--- src/rtl/mcwm_pkg.sv ---
`default_nettype none
package mcwm_pkg;

	localparam int CHANNELS_DEF = 24;
	localparam int WINDOW_DEF   = 5;
	localparam int CHAN_W       = 5;
	localparam int SAMPLE_W     = 16;
	// Fields in tdata plus zero fill up to whole bytes.
	localparam int TDATA_W      = ((CHAN_W + SAMPLE_W + 7) / 8) * 8;

	// Verdict of the rank unit on one candidate element of a window.
	typedef struct packed {
		logic                       hit;
		logic signed [SAMPLE_W-1:0] value;
	} rank_res_t;

endpackage
`default_nettype wire

--- src/rtl/multichannel_window_median.sv ---
`default_nettype none
// An accepted input beat passes through a row read with write-back, one rank-unit pass per
// candidate up to the median, and an output step that waits in ST_DONE until m_tdata is free.
// s_tready is high only while the sequencer is idle, so a new beat is taken only after the
// last result is registered; a channel past the store skips the rank-unit passes.
// Reset: arst_n clears the sequencer, the output valid and the per-channel row valid bits,
// so every window reads as all zero after reset. No clearing pass is needed.
module multichannel_window_median #(
	parameter int CHANNELS = mcwm_pkg::CHANNELS_DEF,
	parameter int WINDOW   = mcwm_pkg::WINDOW_DEF
) (
	input  wire logic                         clk,
	input  wire logic                         arst_n,
	input  wire logic                         s_tvalid,
	output logic                              s_tready,
	// s_tdata: channel [4:0], sample [20:5], zero fill above.
	input  wire logic [mcwm_pkg::TDATA_W-1:0] s_tdata,
	output logic                              m_tvalid,
	input  wire logic                         m_tready,
	// m_tdata: channel_out [4:0], median [20:5], zero fill above.
	output logic [mcwm_pkg::TDATA_W-1:0]      m_tdata
);
	import mcwm_pkg::*;

	localparam int ROW_W = WINDOW * SAMPLE_W;
	// Row address width, kept at least one bit for a single channel.
	localparam int AW    = (CHANNELS > 1) ? $clog2(CHANNELS) : 1;
	// Candidate index width, kept at least one bit for a window of one.
	localparam int IW    = (WINDOW > 1) ? $clog2(WINDOW) : 1;
	localparam int FILL  = TDATA_W - CHAN_W - SAMPLE_W;

	// The sequencer reads the channel's row, shifts in the new sample and
	// writes it back, then walks the candidates through the rank unit.
	typedef enum logic [1:0] {
		ST_IDLE,
		ST_READ,
		ST_RANK,
		ST_DONE
	} state_t;

	state_t                     state_q;
	logic [CHAN_W-1:0]          ch_q;
	logic signed [SAMPLE_W-1:0] samp_q;
	logic                       in_range_q;
	logic [ROW_W-1:0]           win_q;
	logic [IW-1:0]              cand_q;
	logic signed [SAMPLE_W-1:0] med_q;
	logic                       m_tvalid_q;
	logic [TDATA_W-1:0]         m_tdata_q;

	logic                       in_beat;
	logic [CHAN_W-1:0]          in_ch;
	logic [AW+CHAN_W-1:0]       in_ch_ext;
	logic [AW+CHAN_W-1:0]       ch_q_ext;
	logic [AW-1:0]              rd_addr;
	logic [AW-1:0]              wr_addr;
	logic [ROW_W-1:0]           rd_data;
	logic [ROW_W+SAMPLE_W-1:0]  shifted;
	logic [ROW_W-1:0]           new_row;
	logic                       wr_en;
	logic                       out_free;
	rank_res_t                  rank_res;

	assign in_beat   = s_tvalid && s_tready;
	assign in_ch     = s_tdata[CHAN_W-1:0];
	assign in_ch_ext = {{AW{1'b0}}, in_ch};
	assign ch_q_ext  = {{AW{1'b0}}, ch_q};
	assign rd_addr   = in_ch_ext[AW-1:0];
	assign wr_addr   = ch_q_ext[AW-1:0];

	// The oldest sample falls off the top; the new one enters slot 0.
	assign shifted = {rd_data, samp_q};
	assign new_row = shifted[ROW_W-1:0];
	assign wr_en   = (state_q == ST_READ) && in_range_q;

	assign out_free = !m_tvalid_q || m_tready;

	mcwm_store #(
		.CHANNELS (CHANNELS),
		.WINDOW   (WINDOW),
		.AW       (AW)
	) u_store (
		.clk     (clk),
		.arst_n  (arst_n),
		.rd_en   (in_beat),
		.rd_addr (rd_addr),
		.rd_data (rd_data),
		.wr_en   (wr_en),
		.wr_addr (wr_addr),
		.wr_data (new_row)
	);

	mcwm_rank #(
		.WINDOW (WINDOW),
		.IW     (IW)
	) u_rank (
		.win  (win_q),
		.cand (cand_q),
		.res  (rank_res)
	);

	always_ff @(posedge clk or negedge arst_n) begin
		if (!arst_n) begin
			state_q    <= ST_IDLE;
			m_tvalid_q <= 1'b0;
		end else begin
			// In ST_DONE a taken result beat is replaced by the next one below.
			if (m_tvalid_q && m_tready && (state_q != ST_DONE)) begin
				m_tvalid_q <= 1'b0;
			end
			case (state_q)
				ST_IDLE: begin
					if (in_beat) begin
						ch_q       <= in_ch;
						samp_q     <= s_tdata[CHAN_W +: SAMPLE_W];
						in_range_q <= (7'(in_ch) < 7'(CHANNELS));
						state_q    <= ST_READ;
					end
				end
				ST_READ: begin
					// An out-of-range channel leaves the history alone and yields zero.
					win_q  <= new_row;
					cand_q <= '0;
					med_q  <= '0;
					state_q <= in_range_q ? ST_RANK : ST_DONE;
				end
				ST_RANK: begin
					if (rank_res.hit) begin
						med_q   <= rank_res.value;
						state_q <= ST_DONE;
					end else begin
						cand_q <= cand_q + IW'(1);
					end
				end
				ST_DONE: begin
					if (out_free) begin
						m_tdata_q  <= {{FILL{1'b0}}, med_q, ch_q};
						m_tvalid_q <= 1'b1;
						state_q    <= ST_IDLE;
					end
				end
				default: begin
					state_q <= ST_IDLE;
				end
			endcase
		end
	end

	assign s_tready = (state_q == ST_IDLE);
	assign m_tvalid = m_tvalid_q;
	assign m_tdata  = m_tdata_q;

endmodule
`default_nettype wire

--- src/rtl/mcwm_store.sv ---
`default_nettype none
module mcwm_store #(
	parameter int CHANNELS = 24,
	parameter int WINDOW   = 5,
	parameter int AW       = 5
) (
	input  wire logic                                  clk,
	input  wire logic                                  arst_n,
	input  wire logic                                  rd_en,
	input  wire logic [AW-1:0]                         rd_addr,
	output logic [WINDOW*mcwm_pkg::SAMPLE_W-1:0]       rd_data,
	input  wire logic                                  wr_en,
	input  wire logic [AW-1:0]                         wr_addr,
	input  wire logic [WINDOW*mcwm_pkg::SAMPLE_W-1:0]  wr_data
);
	import mcwm_pkg::*;

	localparam int ROW_W = WINDOW * SAMPLE_W;

	// One row per channel holds its whole window, slot 0 in the low bits.
	logic [ROW_W-1:0]    mem [CHANNELS];
	logic [CHANNELS-1:0] row_valid_q;
	logic [ROW_W-1:0]    rd_q;
	logic                rd_valid_q;

	always_ff @(posedge clk) begin
		if (wr_en) begin
			mem[wr_addr] <= wr_data;
		end
		if (rd_en) begin
			rd_q <= mem[rd_addr];
		end
	end

	// A row never written since reset reads as all zero.
	always_ff @(posedge clk or negedge arst_n) begin
		if (!arst_n) begin
			row_valid_q <= '0;
			rd_valid_q  <= 1'b0;
		end else begin
			if (wr_en) begin
				row_valid_q[wr_addr] <= 1'b1;
			end
			if (rd_en) begin
				rd_valid_q <= row_valid_q[rd_addr];
			end
		end
	end

	assign rd_data = rd_valid_q ? rd_q : '0;

endmodule
`default_nettype wire

--- src/rtl/mcwm_rank.sv ---
`default_nettype none
module mcwm_rank #(
	parameter int WINDOW = 5,
	parameter int IW     = 3
) (
	input  wire logic [WINDOW*mcwm_pkg::SAMPLE_W-1:0] win,
	input  wire logic [IW-1:0]                        cand,
	output mcwm_pkg::rank_res_t                       res
);
	import mcwm_pkg::*;

	localparam int CW   = $clog2(WINDOW + 1);
	localparam int HALF = WINDOW / 2;

	logic signed [SAMPLE_W-1:0] cand_val;
	logic [WINDOW-1:0]          lt_vec;
	logic [WINDOW-1:0]          eq_vec;
	logic [CW-1:0]              n_lt;
	logic [CW:0]                n_le;

	always_comb begin
		cand_val = '0;
		for (int i = 0; i < WINDOW; i++) begin
			if (cand == IW'(i)) begin
				cand_val = win[i*SAMPLE_W +: SAMPLE_W];
			end
		end
	end

	// Compare the candidate against every slot at once.
	always_comb begin
		for (int j = 0; j < WINDOW; j++) begin
			lt_vec[j] = $signed(win[j*SAMPLE_W +: SAMPLE_W]) < cand_val;
			eq_vec[j] = $signed(win[j*SAMPLE_W +: SAMPLE_W]) == cand_val;
		end
	end

	assign n_lt = CW'($countones(lt_vec));
	assign n_le = (CW+1)'(n_lt) + (CW+1)'($countones(eq_vec));

	// The candidate sits at sorted index HALF when fewer than HALF+1 elements
	// are below it and more than HALF are at or below it.
	assign res.hit   = (n_lt <= CW'(HALF)) && (n_le > (CW+1)'(HALF));
	assign res.value = cand_val;

endmodule
`default_nettype wire
--- config.mk ---
export PLATFORM = sky130hd
export DESIGN_NAME = multichannel_window_median
export DESIGN_NICKNAME = d
export VERILOG_FILES = /design/src/rtl/mcwm_pkg.sv /design/src/rtl/multichannel_window_median.sv /design/src/rtl/mcwm_store.sv /design/src/rtl/mcwm_rank.sv
export SDC_FILE = /design/constraint.sdc
export NUM_CORES = 2
export LEC_CHECK = 0
export ABC_CLOCK_PERIOD_IN_PS = 6450
export BUFFER_PORTS_ARGS = -buffer_cell sky130_fd_sc_hd__buf_2
export CAP_MARGIN = 30
export CORE_ASPECT_RATIO = 1.25
export CORE_MARGIN = 3
export CORE_UTILIZATION = 58
export CTS_BUF_LIST = sky130_fd_sc_hd__clkbuf_16
export DETAILED_ROUTE_END_ITERATION = 7
export GPL_TIMING_DRIVEN = 0
export PLACE_DENSITY = 0.73
export SLEW_MARGIN = 10
export SYNTH_ARGS = -nofsm -noshare
export SYNTH_HDL_FRONTEND = slang
export SYNTH_HIERARCHICAL = 1
export SYNTH_SLANG_ARGS = --single-unit
--- constraint.sdc ---
create_clock -name clk -period 6.45 [get_ports clk]
set_input_delay 1.29 -clock clk [delete_from_list [all_inputs] [get_ports clk]]
set_output_delay 1.29 -clock clk [all_outputs]
set_load 0.01 [all_outputs]
==> flow_summary.ini <==
[routing]
num_vias = 34300
drt-pass1-iter-count = 5
postRouteAntennaNets = 0
drcViolationCount = 0
routed_via_density = 6.537
post_drt_wl_per_cell_um = 31.76
drt-total-wl_mm = 166.7
first_iter_violations = 4045

[power]
power_mw = 27.96
leakage_nw = 26.06
power_density_nw_per_um2 = 354.7
ir_drop_v = 0.0003064

[min_path]
min_path_type = register to register

[cells_and_area]
drive_gt1_frac = 0.2799
final_cells = 5248
syn_to_final_growth_pct = 14.32
nets = 3680
final_core_util = 0.6726
fillers = 7033

[setup_path]
end_kind = register
crit_path_end = state_q[1]
reg2reg_depth = 25
crit_start = cand_q[1]
crit_type = register to register
r2r_end = state_q[1]
r2r_setup_slack_ns = 0.15
timing.rr.start = cand_q[1]
crit_arrival_ns = 6.96
cp_max_fo = 10
cp-start-kind = register
worstPathRequired_ns = 7.11

[sta]
fin_ws_ns = 0.1491
final-setup-viol-count = 0
worst_pin_slew_ns = 0.9775
clock_skew_ns = 0.03251
max_freq_mhz = 158.7
tns_ns = 0
hold_violations = 0
slew_headroom = 0.3468
period_needed_ns = 6.301
period_share = 0.9769
maxSlewViolCount = 0

[clock_network]
path_clk_slew_ns = 0.07
htreeDepth = 4
numCtsBuffers = 158
cts_sinks = 1770
clock-root-buffer = clkbuf_16
cts_tree = done
insertion_delay_ns = 0.78
clockBufferDepth = 3

[global_routing]
antenna_found_initial = 13
grt_usage = 0.2762
grt_pass1_wl_mm = 241.9
grt_pass1_vias = 34880
grt_overflow = 0
grt_max_degree = 55

[outcome]
status = completed

[floorplan]
fp.dieH_um = 391.5
ios = 54
die_w_um = 314.4
rows = 140
dieArea_um2 = 123100
core-area_um2 = 117200
start_util = 0.5883

[job]
maxCapViolations = 0

[place]
place_congestion = 0.9452
hpwl_mm = 111.3
placed_cells = 4911
io_buffers = 47
post-place-ws_ns = -0.8134

[yosys]
syn_inst = 3228
syn-mean-instance-area_um2 = 21.36
syn_area_um2 = 68940
synth_warnings = 6
==> critical path: stages, from the launching register on <==
cell,delay (ns)
edfxtp_1,0.44
clkbuf_4,0.21
buf_6,0.18
mux2i_1,0.17
nor2_1,0.19
a21oi_2,0.08
o21ai_1,0.22
inv_2,0.14
ha_1,0.35
nand2_1,0.07
o21ai_1,0.18
o22ai_1,0.11
a31oi_1,0.22
mux2i_1,0.31
fa_1,0.45
inv_1,0.12
fa_2,0.48
fa_1,0.56
inv_1,0.05
ha_1,0.23
fa_1,0.44
a21oi_1,0.18
a21oi_2,0.10
buf_4,0.15
o221ai_2,0.25
mux2_4,0.33
==> power by group <==
part           leakage, nW  switching, mW  internal [mW]
Sequential            16.4          0.288           13.7
Combinational         7.01           2.92           1.72
Clock                 2.68           4.08           5.23
==> final cells by class <==
type	count	area, um2	area share
sequential	1770	53010	0.6726
multi-input combinational	1238	15160	0.1924
clock buffer	161	4029	0.05112
timing repair buffer	165	2436	0.03091
tap	1562	1954	0.02480
clock inverter	128	1107	0.01405
buffer	186	978.4	0.01241
inverter	35	131.4	0.001667
antenna	3	7.507	0.00009525
==> metrics by stage <==
stage | hold slack (ns) | area, um2
2_1_floorplan | 0.4003 | 68950
3_3_place_gp | 0.4116 | 71140
3_5_place_dp | 0.4059 | 72950
4_1_cts | 0.4277 | 78160
5_1_grt | 0.4302 | 78820
6_report | 0.4269 | 78820
==> flip-flops by register name, indices dropped and copies added, names as in the netlist <==
| register | count |
|---|---|
| u_store/rd_q | 64 |
| u_store/mem | 1536 |
| ch_q | 5 |
| cand_q | 3 |
| u_store/row_valid_q | 24 |
| win_q | 80 |
| u_store/rd_valid_q | 1 |
| state_q | 2 |
| m_tvalid | 1 |
| in_range_q | 1 |
| m_tdata | 21 |
| samp_q | 16 |
| med_q | 16 |
==> metal layers <==
metal	vias up	wire length, um	global-route usage
met5	-	11	0
met4	2	9403	0.1362
met3	358	14950	0.05157
met2	1910	81290	0.4378
met1	18010	61020	0.3749
li1	14030	-	-
==> repair_timing <==
action / in CTS / in global routing
buffers inserted: 4 / 17
cloned: 0 / 1
setup endpoints to repair: 21 / 21
pin swaps: 2 / 8
gates resized for setup: 17 / 54
hold buffers: 0 / 0
==> worst min-delay path by stage <==
stage	endpoint	cells after the start	start	slack, ns
after floorplan	m_tdata[10]	0	med_q[5]	0.40
after global placement	m_tdata[11]	0	med_q[6]	0.41
after detailed placement	m_tdata[16]	0	med_q[11]	0.41
after CTS	m_tdata[9]	0	med_q[4]	0.43
after global routing	m_tdata[5]	0	med_q[0]	0.43
final	m_tdata[9]	0	med_q[4]	0.43
==> placed cells by master (no fill, tap or decap), types with 19 or more instances in the layout <==
| master | n |
|---|---|
| a21oi_1 | 31 |
| clkbuf_1 | 51 |
| mux2_2 | 34 |
| nor2b_1 | 26 |
| nand3_1 | 24 |
| edfxtp_1 | 1742 |
| clkbuf_16 | 163 |
| buf_2 | 154 |
| nor2_1 | 41 |
| clkinv_1 | 25 |
| clkinv_2 | 30 |
| a22oi_1 | 110 |
| buf_4 | 28 |
| nor2_4 | 24 |
| mux4_2 | 371 |
| buf_12 | 47 |
| o211ai_1 | 49 |
| dfrtp_1 | 28 |
| nand2_1 | 80 |
| or2_2 | 25 |
| buf_8 | 19 |
| and2_1 | 87 |
| ha_1 | 90 |
| buf_16 | 27 |
| a211o_1 | 19 |
| mux2i_1 | 81 |
| inv_1 | 61 |
No activity file was read; power rests on OpenSTA's default activity.
